`config.mk`:
```
export PLATFORM = sky130hd
export DESIGN_NAME = line_printer_canonicalizer
export DESIGN_NICKNAME = d
export VERILOG_FILES = /design/src/sv/lpc_pkg.sv /design/src/sv/lpc_datapath.sv /design/src/sv/lpc_ctrl.sv /design/src/sv/line_printer_canonicalizer.sv
export SDC_FILE = /design/constraint.sdc
export NUM_CORES = 1
export LEC_CHECK = 0
export BUFFER_PORTS_ARGS = -buffer_cell sky130_fd_sc_hd__buf_2
export CAP_MARGIN = 40
export CORE_ASPECT_RATIO = 1.1
export CORE_MARGIN = 1.5
export CORE_UTILIZATION = 55
export CTS_BUF_LIST = sky130_fd_sc_hd__clkbuf_8
export DETAILED_ROUTE_END_ITERATION = 10
export PLACE_DENSITY = 0.72
export SLEW_MARGIN = 20
export SYNTH_ARGS = -nofsm -noshare
export SYNTH_HDL_FRONTEND = slang
export SYNTH_HIERARCHICAL = 1
export SYNTH_SLANG_ARGS = --single-unit
```
`constraint.sdc`:
```
create_clock -name i_clk -period 8.5 [get_ports i_clk]
set_clock_uncertainty 0.1 [all_clocks]
set_input_delay 1.7 -clock i_clk [delete_from_list [all_inputs] [get_ports i_clk]]
set_output_delay 1.7 -clock i_clk [all_outputs]
set_load 0.01 [all_outputs]
```
`src/sv/lpc_pkg.sv`:
```
// shared types, codes and constants of the line printer canonicalizer
package lpc_pkg;

    // request commands
    localparam logic [1:0] CMD_CHAR  = 2'd0;
    localparam logic [1:0] CMD_OPEN  = 2'd1;
    localparam logic [1:0] CMD_CLOSE = 2'd2;

    // configuration register indexes
    localparam logic [1:0] CFG_PAGE_LINES   = 2'd0;
    localparam logic [1:0] CFG_LINE_COLUMNS = 2'd1;
    localparam logic [1:0] CFG_AUTO_EJECT   = 2'd2;
    localparam logic [1:0] CFG_RAW_MODE     = 2'd3;

    localparam logic [7:0] PAGE_LINES_RST   = 8'd60;
    localparam logic [7:0] LINE_COLUMNS_RST = 8'd132;

    // character codes
    localparam logic [6:0] CH_PLOT = 7'h05;
    localparam logic [6:0] CH_BS   = 7'h08;
    localparam logic [6:0] CH_TAB  = 7'h09;
    localparam logic [6:0] CH_NL   = 7'h0A;
    localparam logic [6:0] CH_VT   = 7'h0B;
    localparam logic [6:0] CH_FF   = 7'h0C;
    localparam logic [6:0] CH_CR   = 7'h0D;
    localparam logic [6:0] CH_SO   = 7'h0E;
    localparam logic [6:0] CH_SP   = 7'h20;

    localparam logic [9:0] COL_MAX   = 10'd1023;
    localparam logic [9:0] LINE_MAX  = 10'd1023;
    localparam logic [7:0] RUN_LIMIT = 8'h81;
    localparam logic [3:0] MAX_OUT   = 4'd10;

    typedef enum logic [2:0] {
        CL_TAB,
        CL_LINE,
        CL_CR,
        CL_SO,
        CL_BS,
        CL_SP,
        CL_PLOT,
        CL_PRINT
    } t_ch_class;

    typedef enum logic [3:0] {
        OP_NONE,
        OP_LOAD,
        OP_OPEN_INIT,
        OP_SET_FF,
        OP_CLOSE_FIN,
        OP_TAB,
        OP_LINE,
        OP_CR,
        OP_SO,
        OP_BS,
        OP_SP,
        OP_PLOT,
        OP_PRE,
        OP_PAD,
        OP_CHAR,
        OP_FINISH
    } t_op;

    typedef enum logic [2:0] {
        ST_IDLE,
        ST_DISPATCH,
        ST_CANON,
        ST_CRST,
        ST_PAD,
        ST_END,
        ST_FINISH
    } t_state;

    typedef struct packed {
        logic       busy;
        logic       fin_ok;
        logic       job_open;
        logic       auto_eject;
        logic [1:0] cmd;
        t_ch_class  cls;
        logic       lt_cols;
        logic       pad_more;
    } t_dp_status;

    function automatic t_ch_class ch_class(input logic [6:0] c);
        t_ch_class cl;
        unique case (c)
            CH_TAB:               cl = CL_TAB;
            CH_VT, CH_FF, CH_NL:  cl = CL_LINE;
            CH_CR:                cl = CL_CR;
            CH_SO:                cl = CL_SO;
            CH_BS:                cl = CL_BS;
            CH_SP:                cl = CL_SP;
            CH_PLOT:              cl = CL_PLOT;
            default:              cl = CL_PRINT;
        endcase
        return cl;
    endfunction

endpackage

```
`src/sv/lpc_datapath.sv`:
```
// datapath: page state, run-length packer, byte staging and output register
module lpc_datapath
    import lpc_pkg::*;
(
    input  logic       i_clk,
    input  logic       i_rst_n,
    input  t_op        i_op,
    input  logic       i_cfg_we,
    input  logic [1:0] i_cfg_index,
    input  logic [7:0] i_cfg_data,
    input  logic [1:0] i_command,
    input  logic [6:0] i_char_code,
    input  logic       i_out_stall,
    output t_dp_status o_status,
    output logic       o_out_valid,
    output logic [7:0] o_queue_byte,
    output logic       o_last
);

    logic [7:0] r_page_lines, n_page_lines;
    logic [7:0] r_line_columns, n_line_columns;
    logic       r_auto_eject, n_auto_eject;
    logic       r_raw_mode, n_raw_mode;
    logic [9:0] r_logical, n_logical;
    logic [7:0] r_printed, n_printed;
    logic [9:0] r_line, n_line;
    logic       r_top, n_top;
    logic       r_job, n_job;
    logic       r_plot, n_plot;
    logic [7:0] r_last_byte, n_last_byte;
    logic [7:0] r_pend, n_pend;
    logic       r_q0v, n_q0v;
    logic       r_q1v, n_q1v;
    logic       r_hold_v, n_hold_v;
    logic       r_out_v, n_out_v;
    logic [3:0] r_put_cnt, n_put_cnt;
    // payload
    logic [1:0] r_cmd, n_cmd;
    logic [6:0] r_ch, n_ch;
    logic [7:0] r_q0, n_q0;
    logic [7:0] r_q1, n_q1;
    logic [7:0] r_hold, n_hold;
    logic [7:0] r_out, n_out;
    logic       r_out_last, n_out_last;

    // line motion
    logic       ln_vt;
    logic [6:0] ln_cf;
    logic [6:0] ln_cf2;
    logic       ln_go;
    logic       ln_ff;
    logic [9:0] ln_line1;

    // emit
    logic       em_req;
    logic [7:0] em_byte;
    logic       em_eq;
    logic [7:0] em_dec;
    logic       em_hold;
    logic [7:0] em_cnt;

    logic        lt_cols;
    logic        pad_more;
    logic [10:0] tab_sum;
    logic [10:0] tab_t;
    logic        out_free;
    logic        can_put;
    logic [7:0]  q_sel;

    assign lt_cols  = r_logical < {2'b00, r_line_columns};
    assign pad_more = r_logical > {2'b00, r_printed};
    assign out_free = !r_out_v || !i_out_stall;
    assign can_put  = (r_put_cnt >= MAX_OUT) || !r_hold_v || out_free;
    assign q_sel    = r_q0v ? r_q0 : r_q1;
    assign tab_sum  = {1'b0, r_logical} + 11'd8;
    assign tab_t    = tab_sum & ~11'd7;

    assign ln_vt = (r_ch == CH_VT);
    assign ln_cf = (ln_vt && r_line > {3'b000, r_page_lines[7:1]}) ? CH_FF : r_ch;
    assign ln_go = !r_top || r_raw_mode;

    always_comb begin
        ln_line1 = r_line;
        if (!r_plot) begin
            if (!ln_vt && r_line != LINE_MAX) begin
                ln_line1 = r_line + 10'd1;
            end
        end else if (ln_vt && r_line != 10'd0) begin
            ln_line1 = r_line - 10'd1;
        end
    end

    assign ln_cf2 = (ln_line1 >= {2'b00, r_page_lines} && r_auto_eject && r_job)
                    ? CH_FF : ln_cf;
    assign ln_ff  = (ln_cf2 == CH_FF);

    always_comb begin
        em_req  = 1'b0;
        em_byte = {1'b0, r_ch};
        case (i_op)
            OP_LINE: begin
                em_req  = ln_go;
                em_byte = {1'b0, ln_cf2};
            end
            OP_CR: begin
                em_req  = (r_printed != 8'd0);
                em_byte = {1'b0, CH_CR};
            end
            OP_SO: begin
                em_req  = 1'b1;
                em_byte = {1'b0, CH_BS};
            end
            OP_PLOT: begin
                em_req  = 1'b1;
                em_byte = {1'b0, CH_PLOT};
            end
            OP_PRE: begin
                em_req  = r_logical < {2'b00, r_printed};
                em_byte = {1'b0, CH_CR};
            end
            OP_PAD: begin
                em_req  = 1'b1;
                em_byte = {1'b0, CH_SP};
            end
            OP_CHAR: begin
                em_req  = lt_cols;
                em_byte = {1'b0, r_ch};
            end
            default: begin
                em_req = 1'b0;
            end
        endcase
    end

    // a repeat of the previous byte only bumps the count until the limit
    assign em_eq   = (em_byte == r_last_byte);
    assign em_dec  = r_pend - 8'd1;
    assign em_hold = em_eq && (em_dec != RUN_LIMIT);
    assign em_cnt  = em_eq ? em_dec : r_pend;

    always_comb begin
        n_page_lines   = r_page_lines;
        n_line_columns = r_line_columns;
        n_auto_eject   = r_auto_eject;
        n_raw_mode     = r_raw_mode;
        n_logical      = r_logical;
        n_printed      = r_printed;
        n_line         = r_line;
        n_top          = r_top;
        n_job          = r_job;
        n_plot         = r_plot;
        n_last_byte    = r_last_byte;
        n_pend         = r_pend;
        n_q0v          = r_q0v;
        n_q1v          = r_q1v;
        n_hold_v       = r_hold_v;
        n_out_v        = r_out_v && i_out_stall;
        n_put_cnt      = r_put_cnt;
        n_cmd          = r_cmd;
        n_ch           = r_ch;
        n_q0           = r_q0;
        n_q1           = r_q1;
        n_hold         = r_hold;
        n_out          = r_out;
        n_out_last     = r_out_last;

        if (i_cfg_we) begin
            unique case (i_cfg_index)
                CFG_PAGE_LINES:   n_page_lines   = i_cfg_data;
                CFG_LINE_COLUMNS: n_line_columns = i_cfg_data;
                CFG_AUTO_EJECT:   n_auto_eject   = i_cfg_data[0];
                CFG_RAW_MODE:     n_raw_mode     = i_cfg_data[0];
                default:          n_raw_mode     = r_raw_mode;
            endcase
        end

        // staged bytes move on one a cycle while the output can take them, the last one held back for its flag
        if ((r_q0v || r_q1v) && can_put) begin
            if (r_q0v) begin
                n_q0v = 1'b0;
            end else begin
                n_q1v = 1'b0;
            end
            if (r_put_cnt < MAX_OUT) begin
                if (r_hold_v) begin
                    n_out_v    = 1'b1;
                    n_out      = r_hold;
                    n_out_last = 1'b0;
                end
                n_hold_v  = 1'b1;
                n_hold    = q_sel;
                n_put_cnt = r_put_cnt + 4'd1;
            end
        end

        if (em_req) begin
            if (em_hold) begin
                n_pend = em_dec;
            end else begin
                n_last_byte = em_byte;
                n_top       = 1'b0;
                n_pend      = 8'd0;
                n_q0v       = (em_cnt != 8'd0);
                n_q0        = em_cnt;
                n_q1v       = 1'b1;
                n_q1        = em_byte;
            end
        end

        case (i_op)
            OP_LOAD: begin
                n_cmd     = i_command;
                n_ch      = i_char_code;
                n_put_cnt = 4'd0;
            end
            OP_OPEN_INIT: begin
                n_job     = 1'b1;
                n_top     = r_auto_eject;
                n_plot    = 1'b0;
                n_pend    = 8'd0;
                n_line    = 10'd0;
                n_printed = 8'd0;
                n_ch      = CH_FF;
            end
            OP_SET_FF: begin
                n_ch = CH_FF;
            end
            OP_CLOSE_FIN: begin
                n_job = 1'b0;
                n_top = 1'b0;
            end
            OP_TAB: begin
                n_logical = (tab_t > {1'b0, COL_MAX}) ? COL_MAX : tab_t[9:0];
            end
            OP_LINE: begin
                if (ln_go) begin
                    n_printed = 8'd0;
                    if (ln_ff) begin
                        n_line = 10'd0;
                        n_top  = 1'b1;
                    end else begin
                        n_line = ln_line1;
                    end
                end else if (ln_vt && r_line != 10'd0) begin
                    n_line = r_line - 10'd1;
                end
            end
            OP_CR: begin
                n_plot    = 1'b0;
                n_printed = 8'd0;
                n_logical = 10'd0;
            end
            OP_BS: begin
                if (r_logical != 10'd0) begin
                    n_logical = r_logical - 10'd1;
                end
            end
            OP_SP: begin
                if (r_logical != COL_MAX) begin
                    n_logical = r_logical + 10'd1;
                end
            end
            OP_PLOT: begin
                n_plot = 1'b1;
            end
            OP_PRE: begin
                if (r_logical < {2'b00, r_printed}) begin
                    n_printed = 8'd0;
                end
            end
            OP_PAD: begin
                n_printed = r_printed + 8'd1;
            end
            OP_CHAR: begin
                if (lt_cols) begin
                    n_printed = r_printed + 8'd1;
                end
                if (r_logical != COL_MAX) begin
                    n_logical = r_logical + 10'd1;
                end
            end
            OP_FINISH: begin
                if (r_hold_v) begin
                    n_out_v    = 1'b1;
                    n_out      = r_hold;
                    n_out_last = 1'b1;
                    n_hold_v   = 1'b0;
                end
            end
            default: begin
                n_cmd = r_cmd;
            end
        endcase
    end

    always_ff @(posedge i_clk) begin
        if (!i_rst_n) begin
            r_page_lines   <= PAGE_LINES_RST;
            r_line_columns <= LINE_COLUMNS_RST;
            r_auto_eject   <= 1'b1;
            r_raw_mode     <= 1'b0;
            r_logical      <= 10'd0;
            r_printed      <= 8'd0;
            r_line         <= 10'd0;
            r_top          <= 1'b0;
            r_job          <= 1'b0;
            r_plot         <= 1'b0;
            r_last_byte    <= 8'd0;
            r_pend         <= 8'd0;
            r_q0v          <= 1'b0;
            r_q1v          <= 1'b0;
            r_hold_v       <= 1'b0;
            r_out_v        <= 1'b0;
            r_put_cnt      <= 4'd0;
        end else begin
            r_page_lines   <= n_page_lines;
            r_line_columns <= n_line_columns;
            r_auto_eject   <= n_auto_eject;
            r_raw_mode     <= n_raw_mode;
            r_logical      <= n_logical;
            r_printed      <= n_printed;
            r_line         <= n_line;
            r_top          <= n_top;
            r_job          <= n_job;
            r_plot         <= n_plot;
            r_last_byte    <= n_last_byte;
            r_pend         <= n_pend;
            r_q0v          <= n_q0v;
            r_q1v          <= n_q1v;
            r_hold_v       <= n_hold_v;
            r_out_v        <= n_out_v;
            r_put_cnt      <= n_put_cnt;
        end
    end

    always_ff @(posedge i_clk) begin
        r_cmd      <= n_cmd;
        r_ch       <= n_ch;
        r_q0       <= n_q0;
        r_q1       <= n_q1;
        r_hold     <= n_hold;
        r_out      <= n_out;
        r_out_last <= n_out_last;
    end

    assign o_status.busy       = r_q0v || r_q1v;
    assign o_status.fin_ok     = !r_hold_v || out_free;
    assign o_status.job_open   = r_job;
    assign o_status.auto_eject = r_auto_eject;
    assign o_status.cmd        = r_cmd;
    assign o_status.cls        = ch_class(r_ch);
    assign o_status.lt_cols    = lt_cols;
    assign o_status.pad_more   = pad_more;

    assign o_out_valid  = r_out_v;
    assign o_queue_byte = r_out;
    assign o_last       = r_out_last;

endmodule

```
`src/sv/lpc_ctrl.sv`:
```
// controller: steps one request through the canonicalizer datapath
module lpc_ctrl
    import lpc_pkg::*;
(
    input  logic       i_clk,
    input  logic       i_rst_n,
    input  logic       i_in_valid,
    input  t_dp_status i_status,
    output logic       o_in_stall,
    output t_op        o_op
);

    t_state r_state, n_state;

    always_ff @(posedge i_clk) begin
        if (!i_rst_n) begin
            r_state <= ST_IDLE;
        end else begin
            r_state <= n_state;
        end
    end

    always_comb begin
        n_state    = r_state;
        o_op       = OP_NONE;
        o_in_stall = (r_state != ST_IDLE);
        unique case (r_state)
            ST_IDLE: begin
                if (i_in_valid) begin
                    o_op    = OP_LOAD;
                    n_state = ST_DISPATCH;
                end
            end
            ST_DISPATCH: begin
                if (i_status.cmd == CMD_CHAR && i_status.job_open) begin
                    n_state = ST_CANON;
                end else if (i_status.cmd == CMD_OPEN && !i_status.job_open) begin
                    o_op    = OP_OPEN_INIT;
                    n_state = i_status.auto_eject ? ST_CANON : ST_FINISH;
                end else if (i_status.cmd == CMD_CLOSE && i_status.job_open) begin
                    if (i_status.auto_eject) begin
                        o_op    = OP_SET_FF;
                        n_state = ST_CANON;
                    end else begin
                        n_state = ST_END;
                    end
                end else begin
                    n_state = ST_FINISH;
                end
            end
            ST_CANON: begin
                if (!i_status.busy) begin
                    unique case (i_status.cls)
                        CL_TAB: begin
                            o_op    = OP_TAB;
                            n_state = ST_END;
                        end
                        CL_LINE: begin
                            o_op    = OP_LINE;
                            n_state = ST_CRST;
                        end
                        CL_CR: begin
                            n_state = ST_CRST;
                        end
                        CL_SO: begin
                            o_op    = OP_SO;
                            n_state = ST_END;
                        end
                        CL_BS: begin
                            o_op    = OP_BS;
                            n_state = ST_END;
                        end
                        CL_SP: begin
                            o_op    = OP_SP;
                            n_state = ST_END;
                        end
                        CL_PLOT: begin
                            o_op    = OP_PLOT;
                            n_state = ST_END;
                        end
                        default: begin
                            o_op    = OP_PRE;
                            n_state = ST_PAD;
                        end
                    endcase
                end
            end
            ST_CRST: begin
                if (!i_status.busy) begin
                    o_op    = OP_CR;
                    n_state = ST_END;
                end
            end
            ST_PAD: begin
                // one padding space per step, within the line columns, until the printed column catches up
                if (!i_status.busy) begin
                    if (i_status.lt_cols && i_status.pad_more) begin
                        o_op = OP_PAD;
                    end else begin
                        o_op    = OP_CHAR;
                        n_state = ST_END;
                    end
                end
            end
            ST_END: begin
                if (!i_status.busy) begin
                    if (i_status.cmd == CMD_CLOSE) begin
                        o_op = OP_CLOSE_FIN;
                    end
                    n_state = ST_FINISH;
                end
            end
            ST_FINISH: begin
                if (!i_status.busy && i_status.fin_ok) begin
                    o_op    = OP_FINISH;
                    n_state = ST_IDLE;
                end
            end
            default: begin
                n_state = ST_IDLE;
            end
        endcase
    end

endmodule

```
`src/sv/line_printer_canonicalizer.sv`:
```
// top level of the line printer canonicalizer with run-length packing
//
//  channel   direction  handshake               payload
//  input     in         i_in_valid/o_in_stall   i_command, i_char_code
//  output    out        o_out_valid/i_out_stall o_queue_byte, o_last
//  config    in         i_cfg_we                i_cfg_index, i_cfg_data
//
// one request at a time: load, dispatch and finish, the controller steps, one step
// per padding space, and the staging path moves a single byte a cycle while the
// output is not stalled.
// reset is synchronous, active low; configuration returns to 60 lines, 132 columns.
// a stalled output holds its byte; the final byte of a request waits there while
// the next request is taken.
module line_printer_canonicalizer
    import lpc_pkg::*;
(
    input  logic       i_clk,
    input  logic       i_rst_n,
    input  logic       i_in_valid,
    output logic       o_in_stall,
    input  logic [1:0] i_command,
    input  logic [6:0] i_char_code,
    output logic       o_out_valid,
    input  logic       i_out_stall,
    output logic [7:0] o_queue_byte,
    output logic       o_last,
    input  logic       i_cfg_we,
    input  logic [1:0] i_cfg_index,
    input  logic [7:0] i_cfg_data
);

    t_op        op;
    t_dp_status status;

    lpc_ctrl u_ctrl (
        .i_clk      (i_clk),
        .i_rst_n    (i_rst_n),
        .i_in_valid (i_in_valid),
        .i_status   (status),
        .o_in_stall (o_in_stall),
        .o_op       (op)
    );

    lpc_datapath u_datapath (
        .i_clk        (i_clk),
        .i_rst_n      (i_rst_n),
        .i_op         (op),
        .i_cfg_we     (i_cfg_we),
        .i_cfg_index  (i_cfg_index),
        .i_cfg_data   (i_cfg_data),
        .i_command    (i_command),
        .i_char_code  (i_char_code),
        .i_out_stall  (i_out_stall),
        .o_status     (status),
        .o_out_valid  (o_out_valid),
        .o_queue_byte (o_queue_byte),
        .o_last       (o_last)
    );

endmodule

```
== Word-level counts from Yosys, hierarchy flattened ==
Cells that the tools add are included.

* RAM bits: 0
* Input port bits: 24
* Bits in registers: 118
* Latch bits: 0
* Logic and storage cells: 245
* Output and inout bits: 11
* Memories: 0
* Memory bits (read-only): 0

* Multipliers: 0
* Order comparisons: 8
* Divide/modulo/power cells: 0
* Reduce and logical (&&, ||, !) cells: 60
* Multiplexer cells: 84
* Shift operators: 0
* Add/subtract/negate cells: 8
* Bitwise logic cells: 2
* Equality and inequality tests: 58

{| class="wikitable"
|+ Operators with widths
! kind !! count
|-
| $mux W8 || 11
|-
| $mux W10 || 8
|-
| $eq A7 B4 Y1 const B || 8
|-
| $pmux W4 S7 || 2
|-
| $mux W3 || 14
|-
| $pmux W3 S7 || 2
|-
| $pmux W10 S4 || 1
|-
| $pmux W8 S5 || 1
|-
| $pmux W7 S5 || 1
|-
| $eq A4 B4 Y1 const B || 8
|-
| $mux W4 || 7
|-
| $mux W1 || 26
|-
| $add A10 B1 Y10 const B || 2
|-
| $lt A10 B8 Y1 || 2
|-
| $ne A10 B10 Y1 const B || 2
|-
| $pmux W10 S2 || 1
|-
| $reduce_bool A10 Y1 || 2
|-
| $sub A10 B1 Y10 const B || 2
|-
| $eq A3 B3 Y1 const B || 6
|-
| $eq A4 B3 Y1 const B || 4
|-
| $reduce_bool A8 Y1 || 2
|-
| $mux W7 || 2
|-
| $pmux W7 S2 || 1
|-
| $reduce_or A2 Y1 || 7
|-
| 43 further kinds || 98
|}

== Logic depth before layout (Yosys ltp) ==
* Depth after elaboration: 17
* Gate-level depth with buffers: 29

== Modules after synthesis ==
Netlist, hierarchy kept.

{| class="wikitable"
|+ Modules (own cells, without submodules)
! module !! instances !! cells an instance !! area an instance (um^2)
|-
| lpc_datapath || 1 || 934 || 7821.3
|-
| lpc_ctrl || 1 || 79 || 568.0
|}

== Worst setup path before layout ==
Ideal clock, no wire load.

* Path type: reg2reg
* From: reg u_datapath.r_printed[3]
* To: reg u_datapath.r_logical[9]
* Period minus slack after synthesis: 5.430 ns
* Data required time: 8.285 ns
* Slack: 3.070 ns
* Buffers on the path: 2
* Arrival: 5.215 ns
* Cell stages (with the launch flop): 30
* Cells stage by stage: dfxtp_1 inv_1 ha_1 a21o_1 a21oi_1 o221ai_1 a21o_1 a2111oi_0 a21oi_1 buf_4 nand2_1 nor2_1 mux2i_1 o32a_2 nand2_1 clkbuf_1 nor2b_1 nand2_1 ha_1 a21o_1 a21oi_1 o21bai_1 a21oi_1 o21bai_1 a21oi_1 o21bai_1 a21oi_1 xnor2_1 mux2i_1 o21a_1

* Word-level cells in the longest chain between the ends: 9

{| class="wikitable"
|+ Ends and longest elaborated chain
! what !! RTL line !! source
|-
| start: declaration || lpc_datapath.sv:25 || <nowiki>logic [7:0] r_printed, n_printed;</nowiki>
|-
| start signal: assignment || lpc_datapath.sv:321 || <nowiki>r_printed <= n_printed;</nowiki>
|-
| $gt A10 B8 Y1 * || lpc_datapath.sv:71 || <nowiki>assign pad_more = r_logical > {2'b00, r_printed};</nowiki>
|-
| via u_datapath.pad_more || lpc_datapath.sv:63 || <nowiki>logic pad_more;</nowiki>
|-
| $logic_and A1 B1 Y1 * || lpc_ctrl.sv:97 || <nowiki>if (i_status.lt_cols && i_status.pad_more) begin</nowiki>
|-
| $mux W2 * || lpc_ctrl.sv:97 ||
|-
| $mux W4 * || lpc_ctrl.sv:96 || <nowiki>if (!i_status.busy) begin</nowiki>
|-
| $pmux W4 S7 * || lpc_ctrl.sv:27 || <nowiki>unique case (r_state)</nowiki>
|-
| via op[0] || line_printer_canonicalizer.sv:32 || <nowiki>t_op op;</nowiki>
|-
| $eq A4 B4 Y1 || lpc_datapath.sv:210 || <nowiki>case (i_op)</nowiki>
|-
| $reduce_or A2 Y1 (no source line) || - ||
|-
| $ne A2 B1 Y1 (no source line) / $reduce_bool A4 Y1 (equally long branches) || - ||
|-
| $reduce_and A3 Y1 (no source line) || - ||
|-
| end signal: assignment || lpc_datapath.sv:320 || <nowiki>r_logical <= n_logical;</nowiki>
|-
| end: declaration || lpc_datapath.sv:24 || <nowiki>logic [9:0] r_logical, n_logical;</nowiki>
|}

The timed path passes the listed nets; every way through them passes the cells marked *.
A chain may end at the register's enable or synchronous reset.

==> flow_summary_export.csv <==
group,metric,value,unit
run_status,outcome,"complete, no violations",
sta,setup_viol,0,
cells_and_area,syn2layout_area_growth,6.99,%
drt,vias,7327,
setup_path,cpPeakStageDelay,0.55,ns
die,ioPinCount,35,
global_routing,grt_usage,0.260,
yosys,synth.distinct_cells,95,
sta,worst-slew-pin-transition,0.752,ns
power,p_int,1.87,mW
global_routing,grt_overflow,0,
clock_network,cts_buffer_depth,2,
yosys,ys_top_cells_by_area,"dfxtp_1 (18%), edfxtp_1 (15%), ha_1 (7.2%)",
yosys,syn_avg_cell_area,8.28,um2
setup_path,critPathLaunchType,"flop",
sta,finalCriticalPeriod,6.28,ns
clock_network,post_cts_resized,0,
power,pwr-share-comb,0.569,
setup_path,cp_max_fo,22,
die,fp.dieW,121,um
yosys,yosysTopAreaCellShare,0.179,
setup_path,endpoint_kind,"flop",
clock_network,cts_num_sinks,116,
placed_design,port_buffers,34,
power,p_per_area,401,mW/mm2
drt,first_pass_iters,5,
setup_path,critical_path_arrival,6.53,ns
clock_network,root_buffer,"clkbuf_8",
cells_and_area,n_antenna_cell,0,
cells_and_area,fin_nets,1088,
power,p_seq_frac,0.284,
yosys,ys.warnings.count,6,
drt,ant_nets,0,
global_routing,antenna_found_initial,0,
die,die_area,0.0160,mm2
job,drv_cap,0,
drt,via_per_inst,5.99,
sta,rsz0062_at_grt,"no",
setup_path,required,8.76,ns
placed_design,place_ws,2.02,ns
placed_design,dp_hpwl,14300,um
yosys,syn_area,0.00839,mm2
placed_design,place.gp.congestion,0.969,
setup_path,crit_type,"flop to flop",
setup_path,slowest_stage,"dfxtp_1",
power,vdd_drop_max,0.164,mV
drt,drt_iter0_drc,689,
setup_path,path_common_cell,"a21oi_1",
drt,wl,20200,um
clock_network,cts-hold-fix-buffers,0,
die,floorplan.initialDensity,0.559,
die,chipHeight,133,um
clock_network,post-cts-setup-buffers,0,
sta,setup_ws,2.22,ns
yosys,yosysSeqAreaShare,0.326,
power,swShare,0.481,
sta,max-slew-margin-rel,0.496,
global_routing,grt_max_degree,61,
cells_and_area,drive_gt1_frac,0.109,
yosys,ys_ff_latch,116,
clock_network,cts_buffers,17,
power,pwr-share-clk,0.147,
drt,wl_per_cell,16.5,um
sta,finalCritPeriodShare,0.738,
sta,drv_slew,0,
clock_network,clkTransAtPathRegs,0.07,ns
global_routing,grt_pass1_vias,6796,
sta,timing.fmax,159,MHz
sta,finalHoldViolCount,0,
clock_network,cts_tree,"built",
yosys,synth_nets,1086,
clock_network,worstSkewPairLatency,0.47,ns
yosys,ys.flop_type,"dfxtp_1",
die,coreArea,0.0150,mm2
yosys,yosys.area.top_type,"dfxtp_1",
yosys,synth_edf_count,41,
sta,final.setup.tns,0,ns
yosys,async_reset_ff_frac,0,
worst_hold_path,hp-class,"flop to flop",
yosys,syn_inst,1013,
power,total_leakage_power,3.49,nW
global_routing,grt_pass1_wl,33500,um
clock_network,htree_levels,4,
drt,drc,0,
power,netSwitchingPower,1.73,mW
die,rows,47,
-- metal layers --
| layer | vias up | wire length, um | part of all wire | GRT usage |
|---|---|---|---|---|
| li1 | 3672 | - | - | - |
| met1 | 3386 | 9450 | 0.47 | 0.356 |
| met2 | 226 | 9210 | 0.46 | 0.408 |
| met3 | 43 | 1070 | 0.053 | 0.0509 |
| met4 | 0 | 502 | 0.025 | 0.0954 |
| met5 | - | 0 | 0 | 0 |
-- cell usage after synthesis (all sizes together) (7+ instances only) --
library cell,n
mux2i,27
o21ai,73
and3,9
nor4,8
dfxtp,75
xor2,12
o21bai,7
mux2,10
edfxtp,41
a31oi,16
nor3b,8
a211oi,9
clkbuf,39
nand3,31
nand2,80
buf,20
xnor2,32
inv,58
and2,13
nand4,13
a21oi,65
a21o,12
o21a,9
nor2b,37
or3,13
nor3,23
o211ai,14
ha,48
nor2,102
nand2b,12
-- power by group through the flow --
stage / Combinational [mW] / Clock [mW] / Sequential (mW)
floorplan: 1.66 / 0 / 0.915
global route: 2.26 / 0.563 / 1.05
CTS: 2.01 / 0.538 / 1.02
detailed placement: 2.00 / 0 / 1.03
global placement: 1.97 / 0 / 1.02
finish: 2.05 / 0.529 / 1.02
-- layout make-up --
class	instances	area, um2
fill	1323	6020
multi-input combinational	778	5140
sequential	116	2730
tap	196	245
clock buffer	17	234
timing repair buffer	42	226
inverter	60	225
clock inverter	15	169
-- stage by stage --
step / hold WS, ns / util / instances / instance area [um2] / power [mW]
after global routing: 0.437 / 0.599 / 1224 / 8980 / 3.87
after floorplan: 0.356 / - / 1013 / 8390 / 2.57
final: 0.400 / 0.599 / 1224 / 8980 / 3.60
after global placement: 0.380 / 0.570 / 1189 / 8550 / 2.99
after CTS: 0.402 / 0.598 / 1223 / 8970 / 3.56
after detailed placement: 0.392 / 0.571 / 1191 / 8570 / 3.02
-- flip-flops by register name (all words and copies together) (netlist names), 4 cells and up, named ones only --
register / cells
u_datapath/r_put_cnt: 4
u_datapath/r_pend: 8
u_datapath/r_logical: 10
u_datapath/r_page_lines: 8
u_datapath/r_ch: 7
u_datapath/r_q0: 8
u_datapath/r_printed: 8
u_datapath/r_line_columns: 8
u_datapath/r_hold: 8
u_datapath/r_line: 10
u_datapath/r_last_byte: 7
u_datapath/r_q1: 7
-- final timing paths --
path / startpoint / to / slack, ns / cells after the start
max: u_datapath/r_logical[3] / u_datapath/r_logical[9] / 2.22 / 27
min: u_datapath/r_pend[0] / u_datapath/r_pend[0] / 0.40 / 2
max reg2reg: u_datapath/r_logical[3] / u_datapath/r_logical[9] / 2.22 / 27
min reg2reg: u_datapath/r_pend[0] / u_datapath/r_pend[0] / 0.40 / 2
-- cell families (layout without fill, tap and decap cells) --
family | Yosys count | after routing | share of synthesized area
simple gates | 374 | 374 | 0.230
compound gates | 274 | 274 | 0.216
buf+inv | 119 | 134 | 0.0626
flops | 116 | 116 | 0.326
fa+ha+maj | 49 | 49 | 0.0740
xor+xnor | 44 | 44 | 0.0459
mux | 37 | 37 | 0.0456
-- cells in the final DEF (no fill, tap or decap), types with 5 or more instances in the layout --
| cell type | netlist | final |
|---|---|---|
| nor2_1 | 102 | 102 |
| nand2_1 | 79 | 79 |
| dfxtp_1 | 75 | 75 |
| a21oi_1 | 64 | 64 |
| inv_1 | 58 | 58 |
| o21ai_0 | 56 | 56 |
| ha_1 | 48 | 48 |
| edfxtp_1 | 41 | 41 |
| nor2b_1 | 37 | 37 |
| buf_2 | 7 | 34 |
| xnor2_1 | 32 | 32 |
| nand3_1 | 31 | 31 |
| mux2i_1 | 27 | 27 |
| nor3_1 | 22 | 22 |
| clkbuf_8 | 1 | 17 |
| a31oi_1 | 16 | 16 |
| o21ai_1 | 15 | 15 |
| o211ai_1 | 14 | 14 |
| and2_1 | 13 | 13 |
| nand2b_1 | 12 | 12 |
| xor2_1 | 12 | 12 |
| or3_1 | 12 | 12 |
| nand4_1 | 12 | 12 |
| a21o_1 | 11 | 11 |
| mux2_2 | 10 | 10 |
| a211oi_1 | 9 | 9 |
| o21a_1 | 9 | 9 |
| and3_1 | 8 | 8 |
| buf_4 | 5 | 7 |
| nor3b_1 | 7 | 7 |
| o21bai_1 | 7 | 7 |
| nor4_1 | 7 | 7 |
| a22oi_1 | 6 | 6 |
| inv_6 | 0 | 5 |
| o22ai_1 | 6 | 5 |
| nand3b_1 | 5 | 5 |
| o31ai_1 | 5 | 5 |
-- critical path: cells and delay by family, from the launching register on --
kind,cells,cell delay (ns)
XOR/XNOR,1,0.16
AO/OA/AOI/OAI,16,2.74
adder cells (fa/ha/maj),2,0.71
flip-flops,1,0.55
AND/OR/NAND/NOR,5,1.47
multiplexers,2,0.23
buffers and inverters,1,0.21
No activity file was read; power rests on OpenSTA's default activity.
